## src/design/npt_pkg.sv

```systemverilog
`default_nettype none

package npt_pkg;

   localparam int TABLE_DEPTH = 64;
   localparam int ADDR_W      = (TABLE_DEPTH > 1) ? $clog2(TABLE_DEPTH) : 1;
   localparam int CNT_W       = $clog2(TABLE_DEPTH + 1);

   localparam int OP_W     = 2;
   localparam int COORD_W  = 16;
   localparam int ID_W     = 32;
   localparam int COST_W   = 32;
   localparam int METRIC_W = 34;
   localparam int STATUS_W = 2;
   localparam int DIFF_W   = COORD_W + 1;
   localparam int SQ_W     = 2 * COORD_W + 1;

   localparam logic [OP_W-1:0] OP_INSERT  = 2'd0;
   localparam logic [OP_W-1:0] OP_NEAREST = 2'd1;
   localparam logic [OP_W-1:0] OP_MINCOST = 2'd2;

   localparam logic [STATUS_W-1:0] STATUS_OK    = 2'd0;
   localparam logic [STATUS_W-1:0] STATUS_EMPTY = 2'd1;
   localparam logic [STATUS_W-1:0] STATUS_FULL  = 2'd2;

   localparam logic [1:0] KIND_ZERO  = 2'd0;
   localparam logic [1:0] KIND_FULL  = 2'd1;
   localparam logic [1:0] KIND_EMPTY = 2'd2;
   localparam logic [1:0] KIND_BEST  = 2'd3;

   typedef struct packed {
      logic signed [COORD_W-1:0] pos_x;
      logic signed [COORD_W-1:0] pos_y;
      logic [ID_W-1:0]           node_id;
      logic [COST_W-1:0]         entry_cost;
   } entry_type;

   typedef struct packed {
      logic [OP_W-1:0] op;
      entry_type       entry;
   } req_type;

   typedef struct packed {
      logic       load;
      logic       write;
      logic       scan_start;
      logic       scan_step;
      logic       respond;
      logic [1:0] kind;
   } cmd_type;

   typedef struct packed {
      logic [OP_W-1:0] op;
      logic            empty;
      logic            full;
      logic            scan_last;
      logic            pipe_busy;
   } ctrl_status_type;

endpackage

`default_nettype wire

```

## src/design/npt_ctrl.sv

```systemverilog
`default_nettype none

module npt_ctrl (
   input  wire logic                      clock,
   input  wire logic                      reset,
   input  wire logic                      start,
   input  wire npt_pkg::ctrl_status_type  status,
   output logic                           busy,
   output npt_pkg::cmd_type               cmd
);

   import npt_pkg::*;

   localparam logic [1:0] ST_IDLE   = 2'd0;
   localparam logic [1:0] ST_DECODE = 2'd1;
   localparam logic [1:0] ST_SCAN   = 2'd2;
   localparam logic [1:0] ST_DRAIN  = 2'd3;

   logic [1:0] state_ff;
   logic [1:0] state_in;

   always_comb begin
      state_in = state_ff;
      cmd      = '0;
      unique case (state_ff)
         ST_IDLE: begin
            if (start) begin
               cmd.load = 1'b1;
               state_in = ST_DECODE;
            end
         end
         ST_DECODE: begin
            unique case (status.op) inside
               OP_INSERT: begin
                  cmd.respond = 1'b1;
                  state_in    = ST_IDLE;
                  if (status.full) begin
                     cmd.kind = KIND_FULL;
                  end else begin
                     cmd.write = 1'b1;
                     cmd.kind  = KIND_ZERO;
                  end
               end
               OP_NEAREST, OP_MINCOST: begin
                  if (status.empty) begin
                     cmd.respond = 1'b1;
                     cmd.kind    = KIND_EMPTY;
                     state_in    = ST_IDLE;
                  end else begin
                     cmd.scan_start = 1'b1;
                     state_in       = ST_SCAN;
                  end
               end
               default: begin
                  cmd.respond = 1'b1;
                  cmd.kind    = KIND_ZERO;
                  state_in    = ST_IDLE;
               end
            endcase
         end
         ST_SCAN: begin
            cmd.scan_step = 1'b1;
            if (status.scan_last) begin
               state_in = ST_DRAIN;
            end
         end
         ST_DRAIN: begin
            if (!status.pipe_busy) begin
               cmd.respond = 1'b1;
               cmd.kind    = KIND_BEST;
               state_in    = ST_IDLE;
            end
         end
         default: begin
            state_in = ST_IDLE;
         end
      endcase
   end

   always_ff @(posedge clock) begin
      if (reset) begin
         state_ff <= ST_IDLE;
      end else begin
         state_ff <= state_in;
      end
   end

   assign busy = (state_ff != ST_IDLE);

endmodule

`default_nettype wire

```

## config.mk

```make
export PLATFORM = sky130hd
export DESIGN_NAME = npt_ctrl
export DESIGN_NICKNAME = d
export VERILOG_FILES = /design/src/design/npt_pkg.sv /design/src/design/npt_ctrl.sv
export SDC_FILE = /design/constraint.sdc
export NUM_CORES = 1
export LEC_CHECK = 0
export ABC_CLOCK_PERIOD_IN_PS = 1500
export BUFFER_PORTS_ARGS = -buffer_cell sky130_fd_sc_hd__buf_2
export CAP_MARGIN = 10
export CORE_AREA = 2 2 39 41
export DETAILED_ROUTE_END_ITERATION = 8
export DIE_AREA = 0 0 41 43
export PLACE_DENSITY = 0.49
export SETUP_SLACK_MARGIN = 0.4
export SKIP_LAST_GASP = 1
export SLEW_MARGIN = 20
export SYNTH_ARGS = -nofsm -noshare
export SYNTH_HDL_FRONTEND = slang
export SYNTH_SLANG_ARGS = --single-unit
```

## constraint.sdc

```tcl
create_clock -name clock -period 1.5 [get_ports clock]
set_clock_uncertainty 0.1 [all_clocks]
set_input_delay 0.225 -clock clock [delete_from_list [all_inputs] [get_ports clock]]
set_output_delay 0.225 -clock clock [all_outputs]
set_load 0.02 [all_outputs]
```

==> Word-level counts from Yosys, hierarchy flattened <==
Index checks and enable logic that the tools add are counted.
{ "classes": {"addsub": 0, "n_mul": 0, "div_mod_pow": 0, "n_lt_le_gt_ge": 0, "n_eq_ne": 8, "shifts": 0, "n_mux": 19, "bitwise_logic": 0, "reduce_logical": 5} }
{ "ops": {"columns": ["operator", "n"], "rows": [
  ["$mux 2", 6],
  ["$pmux 3 s2", 2],
  ["$mux 1", 8],
  ["$pmux 2 s4", 1],
  ["$eq 2x2->1 const B", 3],
  ["$mux 3", 2],
  ["$ne 2x2->1 const B", 3],
  ["$eq 2x1->1 const B", 2],
  ["$logic_not 2->1", 2],
  ["$reduce_and 3->1", 1],
  ["$reduce_bool 2->1", 1],
  ["$reduce_or 2->1", 1]
]} }
{ "word_totals": {"regBits": 2, "latch_bits": 0, "mem_bits_rw": 0, "romBits": 0, "input_bits": 9, "output_inout_bits": 8, "wordCells": 33, "n_memories": 0} }

==> Longest topological paths before layout <==
Gate-level depths: netlist of run 1.
{ "depth": {"depth_word": 4, "depth_mapped": 5, "mapped_depth_nobuf": 5} }

==> Least setup slack after synthesis of run 1 <==
OpenSTA, ideal clock, no wires.
{ "synth_path": {"path_type": "reg2out", "start": "register with a tool-made name", "end": "output port cmd[5] (netlist name)", "arrival_ns": 1.166, "t_required_ns": 1.175, "path_slack_ns": 0.009, "path_stages_with_launch": 3, "path_buffers": 1, "path_cell_list": "dfxtp_1 buf_4 nor4bb_1"} }
{ "synth_lines": {"columns": ["element", "line", "rtl"], "rows": [
  ["end, declared", "npt_ctrl.sv:9", "output npt_pkg::cmd_type cmd"]
]} }

==> summary.txt, run 1 <==
Clock tree
  • Clock sink count: 2
  • Clock Path Buffers: 2
  • # H-tree levels: 1
  • Hold_buf cts: 0
  • CTS tree: yes
  • CTS Root Cell: clkbuf_4
  • CTS Buf Count: 3
  • Clock transition at path regs: roughly 0.03 ns
  • Clk_lat worst skew: 0.22 ns

Worst setup path
  • Arr. time, crit path: 1.15 ns
  • Delay-heaviest family, CP: flip-flops
  • CP endpoint kind: output port
  • Crit-path max FO: 7
  • Crit path buf inv count: 1
  • CP required: 1.17 ns
  • Worst Path Class, Setup: reg2out
  • CP max stage cell: dfxtp_4
  • Worst path max stage delay: around 0.37 ns
  • CP Cell Sequence: nor4bb_1, o21a_2, buf_6
  • CP Launch Type: flop

Pwr
  • Clock Power Share: 35.9%
  • PD cells: 561 nW/um2
  • Logic gate share of total power: between 40% and 50%
  • Pwr Total: around 0.00032 W
  • NetSw: ~0.00009 W
  • Worst VDD drop: between 0.5 and 0.6 mV
  • Switching Share: 28.1%
  • Sequential Power Share: between 15 and 20%
  • P_leak: 0.244 nW
  • Internal power: between 0.0002 and 0.00025 W

Timing
  • Relative max-transition margin: 83.3%
  • Slew Limit Fails: 0
  • Final hold violations: 0
  • Max frequency: about 680 MHz
  • Period utilisation layout: approximately 100%
  • Unrepaired setup endpoints after global routing: true
  • # setup viols final: 0
  • Fin crit period: ~1.5 ns
  • Slew @ Worst Pin: about 0.25 ns

Detailed routing
  • Vias per cell: 4.32
  • # DRC: 0
  • DRT iter0 DRCs: 4
  • Routed length per instance: about 11 um
  • Post-Route WL: 710 um
  • Routed Antenna Nets: 0
  • Pre-antenna DRT Iters: 2
  • Routed via count: between 200 and 300

Worst hold path
  • HP Class: in2reg

Layout
  • Diode count: 0
  • Commonest cells after routing, fill and taps aside: buf_4, buf_6, buf_2
  • # fillers: 140
  • Post-Route Utilization: between 40% and 50%
  • Post-route design area: 566 um2
  • Area growth syn-to-layout: 134%
  • Final Net Count: 63
  • Finished Layout Cells: 66
  • Layout cells sized above 1: 90.0%

Synth
  • Register area share after synthesis: about 17%
  • Post-synth design cell area: 241 um2
  • Synthesized area per cell: roughly 8.9 um2
  • Yosys reg bits: 2
  • Syn Nets: 38
  • Ys Warns: 0
  • Netlist cell types: 17
  • Gate Count Post-Synth: 27

Place
  • GPL Wtd Cong: 0.636
  • Area after DPL: 398 um2
  • PortBufs: 16
  • Hpwl dp: 498 um
  • Placed Cells: just under 60

Die
  • Ports: 17
  • Initial Utilization: 17.5%
  • Area of the die: 1760 um2
  • Die extent in y: 43 um
  • Cell Rows: 14
  • Die X-Extent: 41 um
  • CORE AREA: 1380 um2

GRT
  • First-pass GRT wire length: 1060 um
  • Total GRT Usage: 8.91%
  • Initial antenna violation count: 0
  • Number of global-route vias before repair: 260
  • Largest net degree at the start of global routing: 11
  • Gr ovfl total: 0

Status
  • Status: finished, final reports clean

Job
  • Max-cap violations: 0
## routing by layer
layer  wire, um  track usage (%)
met1        305             10.8
met3         35             3.14
met5          0                0
met4          0             4.00
met2        368             13.4
## what timing repair did
action | 4_1_cts | 5_1_grt
setup endpoints to repair | 10 | 10
setup buffers | 2 | 3
hold endpoints to repair | 0 | 0
pin swaps | 10 | 5
gates resized for setup | 30 | 3
## worst reg2reg max path, delay by kind of cell, from the launching register on
kind | cells | cell delay (ns)
AO/OA/AOI/OAI | 1 | 0.03
buffers and inverters | 3 | 0.36
flip-flops | 1 | 0.37
AND/OR/NAND/NOR | 2 | 0.27
## path summary, 6_finish.rpt
check | from | end | slack [ns] | cells after the start
setup / recovery | flop | cmd[1] | 0.02 | 3
hold / removal | reset | flop | 0.07 | 2
setup reg to reg | flop | state_ff[0]$_SDFFE_PP0P_ | 0.29 | 6
hold reg to reg | state_ff[0]$_SDFFE_PP0P_ | flop | 0.67 | 4
## through the flow
stage	hold slack, ns	worst slack, ns	setup TNS (ns)
6_report	0.0719	0.0239	0
3_5_place_dp	0.301	-0.0839	-0.164
3_3_place_gp	0.302	-0.0874	-0.198
2_1_floorplan	0.197	0.246	0
4_1_cts	0.0610	0.0183	0
5_1_grt	0.0630	-0.00954	-0.0131
## Yosys cell counts
cell / number / share of area, %
mux2_4: 1 / 6.2
inv_1: 2 / 3.1
or2_2: 1 / 2.6
dfxtp_1: 2 / 17
nor2_1: 3 / 4.7
buf_4: 1 / 3.1
nand2b_1: 1 / 2.6
buf_6: 1 / 4.7
a211oi_1: 1 / 3.1
nor2b_1: 2 / 5.2
and4bb_2: 1 / 5.2
o21a_1: 3 / 9.3
nor4bb_1: 3 / 12
a21oi_1: 1 / 2.1
ha_1: 2 / 10
a21oi_2: 1 / 3.6
nor3b_2: 1 / 5.2
## cells by family (layout without fill, tap and decap cells)
group | after synthesis | count (layout) | synth area share, %
mux | 1 | 1 | 6.22
simple gates | 12 | 12 | 37.8
flops | 2 | 2 | 16.6
compound gates | 6 | 6 | 18.1
fa+ha+maj | 2 | 2 | 10.4
buf+inv | 4 | 27 | 10.9
## area by class of cell
class                      instances  area [um2]  area share (%)
tap                               16        20.0            3.54
timing repair buffer              22         196            34.7
sequential                         2        47.5            8.41
clock buffer                       3        22.5            3.98
inverter                           2        27.5            4.87
multi-input combinational         21         251            44.5
## power groups by stage
stage	registers (W)	logic (W)	clock network (W)
after floorplan	0.0000585	0.0000749	0
after global placement	0.0000662	0.0000952	0
after detailed placement	0.0000666	0.0000951	0
after CTS	0.0000663	0.000128	0.000120
after global routing	0.0000623	0.000151	0.000130
final	0.0000616	0.000142	0.000114
Note: power is estimated with default switching activity, not from simulation.
==> inputs of run 2 (changes only) <==
--- a/config.mk
+++ b/config.mk
@@ -5,8 +5,8 @@
 export SDC_FILE = /design/constraint.sdc
 export NUM_CORES = 1
 export LEC_CHECK = 0
-export ABC_CLOCK_PERIOD_IN_PS = 1500
-export BUFFER_PORTS_ARGS = -buffer_cell sky130_fd_sc_hd__buf_2
+export ABC_CLOCK_PERIOD_IN_PS = 1700
+export BUFFER_PORTS_ARGS = -buffer_cell sky130_fd_sc_hd__buf_4
 export CAP_MARGIN = 10
 export CORE_AREA = 2 2 39 41
 export DETAILED_ROUTE_END_ITERATION = 8
==> constraint.sdc (replaced) <==
create_clock -name clock -period 1.7 [get_ports clock]
set_clock_uncertainty 0.1 [all_clocks]
set_input_delay 0.255 -clock clock [delete_from_list [all_inputs] [get_ports clock]]
set_output_delay 0.255 -clock clock [all_outputs]
set_load 0.02 [all_outputs]
==> run 2 against run 1 <==
Clock power down 13%; cell count decreased by 4.5%; combinational power fell by 22%; critical endpoint is now cmd[2].
==> summary.txt, run 2 (synthesis results as in run 1) <==
Worst hold path
  • HP Class: in2reg

Die
  • Ports: 17
  • Area of the die: 1760 um2
  • Die X-Extent: 41 um
  • Initial Utilization: about 17%
  • Die extent in y: 43 um
  • Cell Rows: 14
  • CORE AREA: between 1000 and 1500 um2

Place
  • PortBufs: 16
  • Dpl ws: approximately 0.083 ns
  • GPL Wtd Cong: 0.572
  • Area after DPL: 418 um2
  • Hpwl dp: between 400 and 500 um

Pwr
  • Worst VDD drop: 0.485 mV
  • Pwr Total: 0.000268 W
  • P_leak: 0.224 nW
  • PD cells: 510 nW/um2

Detailed routing
  • Pre-antenna DRT Iters: 2
  • Routed via count: 273
  • DRT iter0 DRCs: 2
  • # DRC: 0
  • Routed length per instance: about 10 um
  • Routed Antenna Nets: 0
  • Post-Route WL: 661 um
  • Vias per cell: ~4.3

GRT
  • Total GRT Usage: 8.62%
  • Initial antenna violation count: 0
  • Number of global-route vias before repair: between 200 and 250
  • First-pass GRT wire length: 1020 um
  • Largest net degree at the start of global routing: 11
  • Gr ovfl total: 0

Job
  • Max-cap violations: 0

Worst setup path
  • CP endpoint kind: output port
  • Worst path max stage delay: 0.20 ns
  • Delay-heaviest family, CP: compound AO/OA/AOI/OAI gates
  • Crit path buf inv count: 3
  • CP max stage cell: ha_4
  • Arr. time, crit path: 1.15 ns
  • CP Launch Type: input pin
  • CP required: ~1.3 ns
  • Worst Path Class, Setup: in2out
  • CP Cell Sequence: buf_8, inv_4, ha_4, a211oi_2, nor2_1, o21a_2, buf_6
  • Crit-path max FO: 3

Layout
  • Post-route design area: 526 um2
  • # fillers: 150
  • Commonest cells after routing, fill and taps aside: buf_4, buf_6, nor2_1, clkbuf_4
  • Layout cells sized above 1: 85.1%
  • Diode count: 0
  • Final Net Count: 60
  • Most common cell after layout, fill and taps aside: buf_4
  • Area growth syn-to-layout: 118%
  • Post-Route Utilization: a little under two fifths

Clock tree
  • CTS tree: yes
  • Hold_buf cts: 0
  • # H-tree levels: 1
  • CTS Buf Count: 3
  • Clock sink count: 2
  • Clk_lat worst skew: 0.22 ns
  • Clock transition at path regs: 0.03 ns
  • Clock Path Buffers: 2
  • CTS Root Cell: clkbuf_4

Timing
  • Unrepaired setup endpoints after global routing: true
  • Relative max-transition margin: 84.5%
  • Slew @ Worst Pin: 0.229 ns
  • Setup Total Neg Slack: 0 ns
  • Max frequency: 663 MHz
  • Period utilisation layout: slightly below 90%
  • Worst setup margin: 0.193 ns
  • Slew Limit Fails: 0
  • # setup viols final: 0
  • Final hold violations: 0
  • Fin crit period: about 1.5 ns

Status
  • Status: finished, final reports clean
run 2: changes by cell type in the layout (fill, tap and decap cells not counted), moves of 2 or more:
cell / before / now
buf_2: 6 / 0
buf_4: 7 / 12
buf_6: 7 / 5
nor4bb_2: 0 / 2
run 2: area by class of cell:
class / count / area (um2) / share of cell area, %
multi-input combinational: 21 / 236 / 45.0
timing repair buffer: 19 / 176 / 33.6
sequential: 2 / 47.5 / 9.05
clock buffer: 3 / 22.5 / 4.29
inverter: 2 / 22.5 / 4.29
tap: 16 / 20.0 / 3.81
run 2: per-stage QoR:
step / std cells / hold slack (ns)
final: 63 / 0.0927
after global routing: 63 / 0.0985
after CTS: 61 / 0.0852
after detailed placement: 58 / 0.326
after global placement: 58 / 0.325
after floorplan: 27 / 0.227
run 2: worst register-to-register path: stages, from the launching register on:
cell,delay [ns]
dfxtp_4,0.39
buf_6,0.12
and4bb_2,0.25
a21oi_1,0.11
nor2_1,0.05
run 2: timing repair:
action,in CTS,in global routing
cloned,0,0
setup endpoints to repair,8,8
pin swaps,7,4
setup buffers,0,2
resized for setup,15,8
run 2: final timing paths:
kind,endpoint,from,slack [ns],cells past startpoint
hold / removal,flop,reset,0.09,2
setup / recovery,cmd[2],status[4],0.19,7
setup reg to reg,flop,flop,0.58,4
hold reg to reg,flop,state_ff[0]$_SDFFE_PP0P_,0.52,3
run 2: power breakdown:
part / switching, W / internal [W] / total, W
Combinational: 0.0000429 / 0.0000685 / 0.000111
Sequential: 0.00000791 / 0.0000489 / 0.0000568
Clock: 0.0000222 / 0.0000775 / 0.0000997
run 2: per-layer routing:
layer / vias up / share of wire, % / GRT usage (%)
met5: - / 0 / 0
met4: 0 / 0 / 4.00
met3: 0 / 5.7 / 4.71
met2: 8 / 50 / 10.9
met1: 128 / 44 / 11.5
li1: 137 / - / -
==> inputs of run 3 (changes only) <==
--- a/config.mk
+++ b/config.mk
@@ -8,10 +8,12 @@
 export ABC_CLOCK_PERIOD_IN_PS = 1700
 export BUFFER_PORTS_ARGS = -buffer_cell sky130_fd_sc_hd__buf_4
 export CAP_MARGIN = 10
+export CELL_PAD_IN_SITES_DETAIL_PLACEMENT = 0
+export CELL_PAD_IN_SITES_GLOBAL_PLACEMENT = 1
 export CORE_AREA = 2 2 39 41
 export DETAILED_ROUTE_END_ITERATION = 8
 export DIE_AREA = 0 0 41 43
-export PLACE_DENSITY = 0.49
+export PLACE_DENSITY = 0.63
 export SETUP_SLACK_MARGIN = 0.4
 export SKIP_LAST_GASP = 1
 export SLEW_MARGIN = 20
==> run 3 against run 2 <==
Via count up 6.2%; sequential share of layout area down 0.58 points; setup slack better by 0.0047 ns; global-route usage increased by 2.1 points; cell count up 6.3%; combinational power up 8%; maximum frequency rose by 0.31%; worst hold slack got worse by 0.0088 ns; first-iteration DRC count increased by 50%; largest cell class unchanged; clock-buffer cell count unchanged; critical endpoint unchanged.
==> summary.txt, run 3 (synthesis results as in run 1) <==
GRT
  • First-pass GRT wire length: 1240 um
  • Largest net degree at the start of global routing: 11
  • Number of global-route vias before repair: between 300 and 400
  • Gr ovfl total: 0
  • Total GRT Usage: 10.7%
  • Initial antenna violation count: 0

Die
  • Initial Utilization: between 10% and 20%
  • Die X-Extent: between 40 and 50 um
  • Ports: 17
  • Die extent in y: 43 um
  • CORE AREA: about 1400 um2
  • Cell Rows: 14
  • Area of the die: 1760 um2

Timing
  • Final hold slack: 0.0838 ns
  • Unrepaired setup endpoints after global routing: true
  • Max frequency: 666 MHz
  • Slew @ Worst Pin: 0.247 ns
  • # setup viols final: 0
  • Relative max-transition margin: 83.3%
  • Final hold violations: 0
  • Setup Total Neg Slack: 0 ns
  • Slew Limit Fails: 0
  • Period utilisation layout: 88.4%
  • Fin crit period: 1.50 ns

Clock tree
  • Clock transition at path regs: 0.03 ns
  • CTS Buf Count: 3
  • Clock sink count: 2
  • # H-tree levels: 1
  • CTS Root Cell: clkbuf_4
  • CTS tree: yes
  • Clock Path Buffers: 2
  • Clk_lat worst skew: 0.23 ns

Status
  • Status: finished, final reports clean

Place
  • Hpwl dp: between 500 and 600 um
  • Placed Cells: 58
  • PortBufs: 16
  • Area after DPL: ~420 um2
  • GPL Wtd Cong: around 0.57

Worst hold path
  • Hold Crit Start: reset
  • Hold endpoint: state_ff[0]$_SDFFE_PP0P_
  • Hold depth: 2
  • HP Class: in2reg

Worst setup path
  • Origin of the worst setup path: status[4]
  • Worst Path Class, Setup: in2out
  • CP Launch Type: input pin
  • CP required: 1.34 ns
  • Crit path buf inv count: 3
  • CP endpoint kind: output port
  • Setup slack, reg-to-reg: 0.50 ns
  • CP Cell Sequence: buf_8, inv_4, ha_4, a211oi_2, nor2_1, o21a_2, buf_6
  • FF-to-FF End: state_ff[0]$_SDFFE_PP0P_
  • Worst path max stage delay: 0.20 ns
  • R2R cell count: 4
  • Delay-heaviest family, CP: compound AO/OA/AOI/OAI gates
  • Arr. time, crit path: 1.15 ns
  • Worst R2R Start: state_ff[0]$_SDFFE_PP0P_
  • CP max stage cell: ha_4
  • Crit-path max FO: 3

Detailed routing
  • Routed length per instance: 11.9 um
  • Routed Antenna Nets: 0
  • Vias per cell: 4.33
  • # DRC: 0
  • Routed via count: 290
  • Pre-antenna DRT Iters: 3
  • DRT iter0 DRCs: 3
  • Post-Route WL: 795 um

Pwr
  • PD cells: between 500 and 600 nW/um2
  • Worst VDD drop: 0.273 mV
  • P_leak: 0.249 nW

Layout
  • Diode count: 0
  • Final Net Count: 64
  • Most common cell after layout, fill and taps aside: buf_4
  • Post-route design area: 562 um2
  • Finished Layout Cells: 67
  • # fillers: approximately 150
  • Area growth syn-to-layout: 133%
  • Layout cells sized above 1: 84.3%
  • Commonest cells after routing, fill and taps aside: buf_4, buf_6, nor2_1, clkbuf_4

Job
  • Max-cap violations: 0
run 3: repair_timing:
item	4_1_cts	5_1_grt
hold buffers	0	0
resized for setup	21	1
endpoints found under the setup margin	8	8
setup buffers	6	0
pin swaps	9	2
run 3: power breakdown:
group          leakage, nW  internal [W]  switching [W]   total, W
Sequential          0.0178     0.0000488     0.00000715  0.0000560
Clock               0.0138     0.0000783      0.0000312   0.000109
Combinational        0.217     0.0000746      0.0000452   0.000120
Total                0.249      0.000202      0.0000835   0.000285
run 3: layout make-up:
class                           instances  area (um2)  area share, %
Tap cell                               16        20.0           3.56
Clock buffer                            3        22.5           4.01
Timing Repair Buffer                   23         219           39.0
Sequential cell                         2        47.5           8.46
Multi-Input combinational cell         21         230           41.0
Inverter                                2        22.5           4.01
run 3: worst register-to-register path: stages, from the launching register on:
cell and delay, ns:
dfxtp_4 0.40, buf_4 0.13, mux2_4 0.29, a21oi_2 0.13
nor2_1 0.04
run 3: layer usage:
layer,track usage [%],wire length [um]
met4,8.00,0
met3,2.62,96
met5,0,0
met2,17.5,415
met1,10.9,283
run 3: worst max-delay path by stage:
stage	end	slack, ns	cells after the start
2_1_floorplan	cmd[2]	0.39	5
3_3_place_gp	cmd[2]	0.09	6
3_5_place_dp	cmd[2]	0.08	6
4_1_cts	cmd[2]	0.16	7
5_1_grt	cmd[0]	0.14	3
6_report	cmd[2]	0.20	7
run 3: stage by stage:
step | power [W] | setup slack (ns) | utilization [%]
2_1_floorplan | 0.000113 | 0.386 | -
3_3_place_gp | 0.000148 | 0.0947 | 30.2
3_5_place_dp | 0.000148 | 0.0832 | 30.2
4_1_cts | 0.000287 | 0.156 | 40.1
5_1_grt | 0.000298 | 0.140 | 40.6
6_report | 0.000285 | 0.197 | 40.6
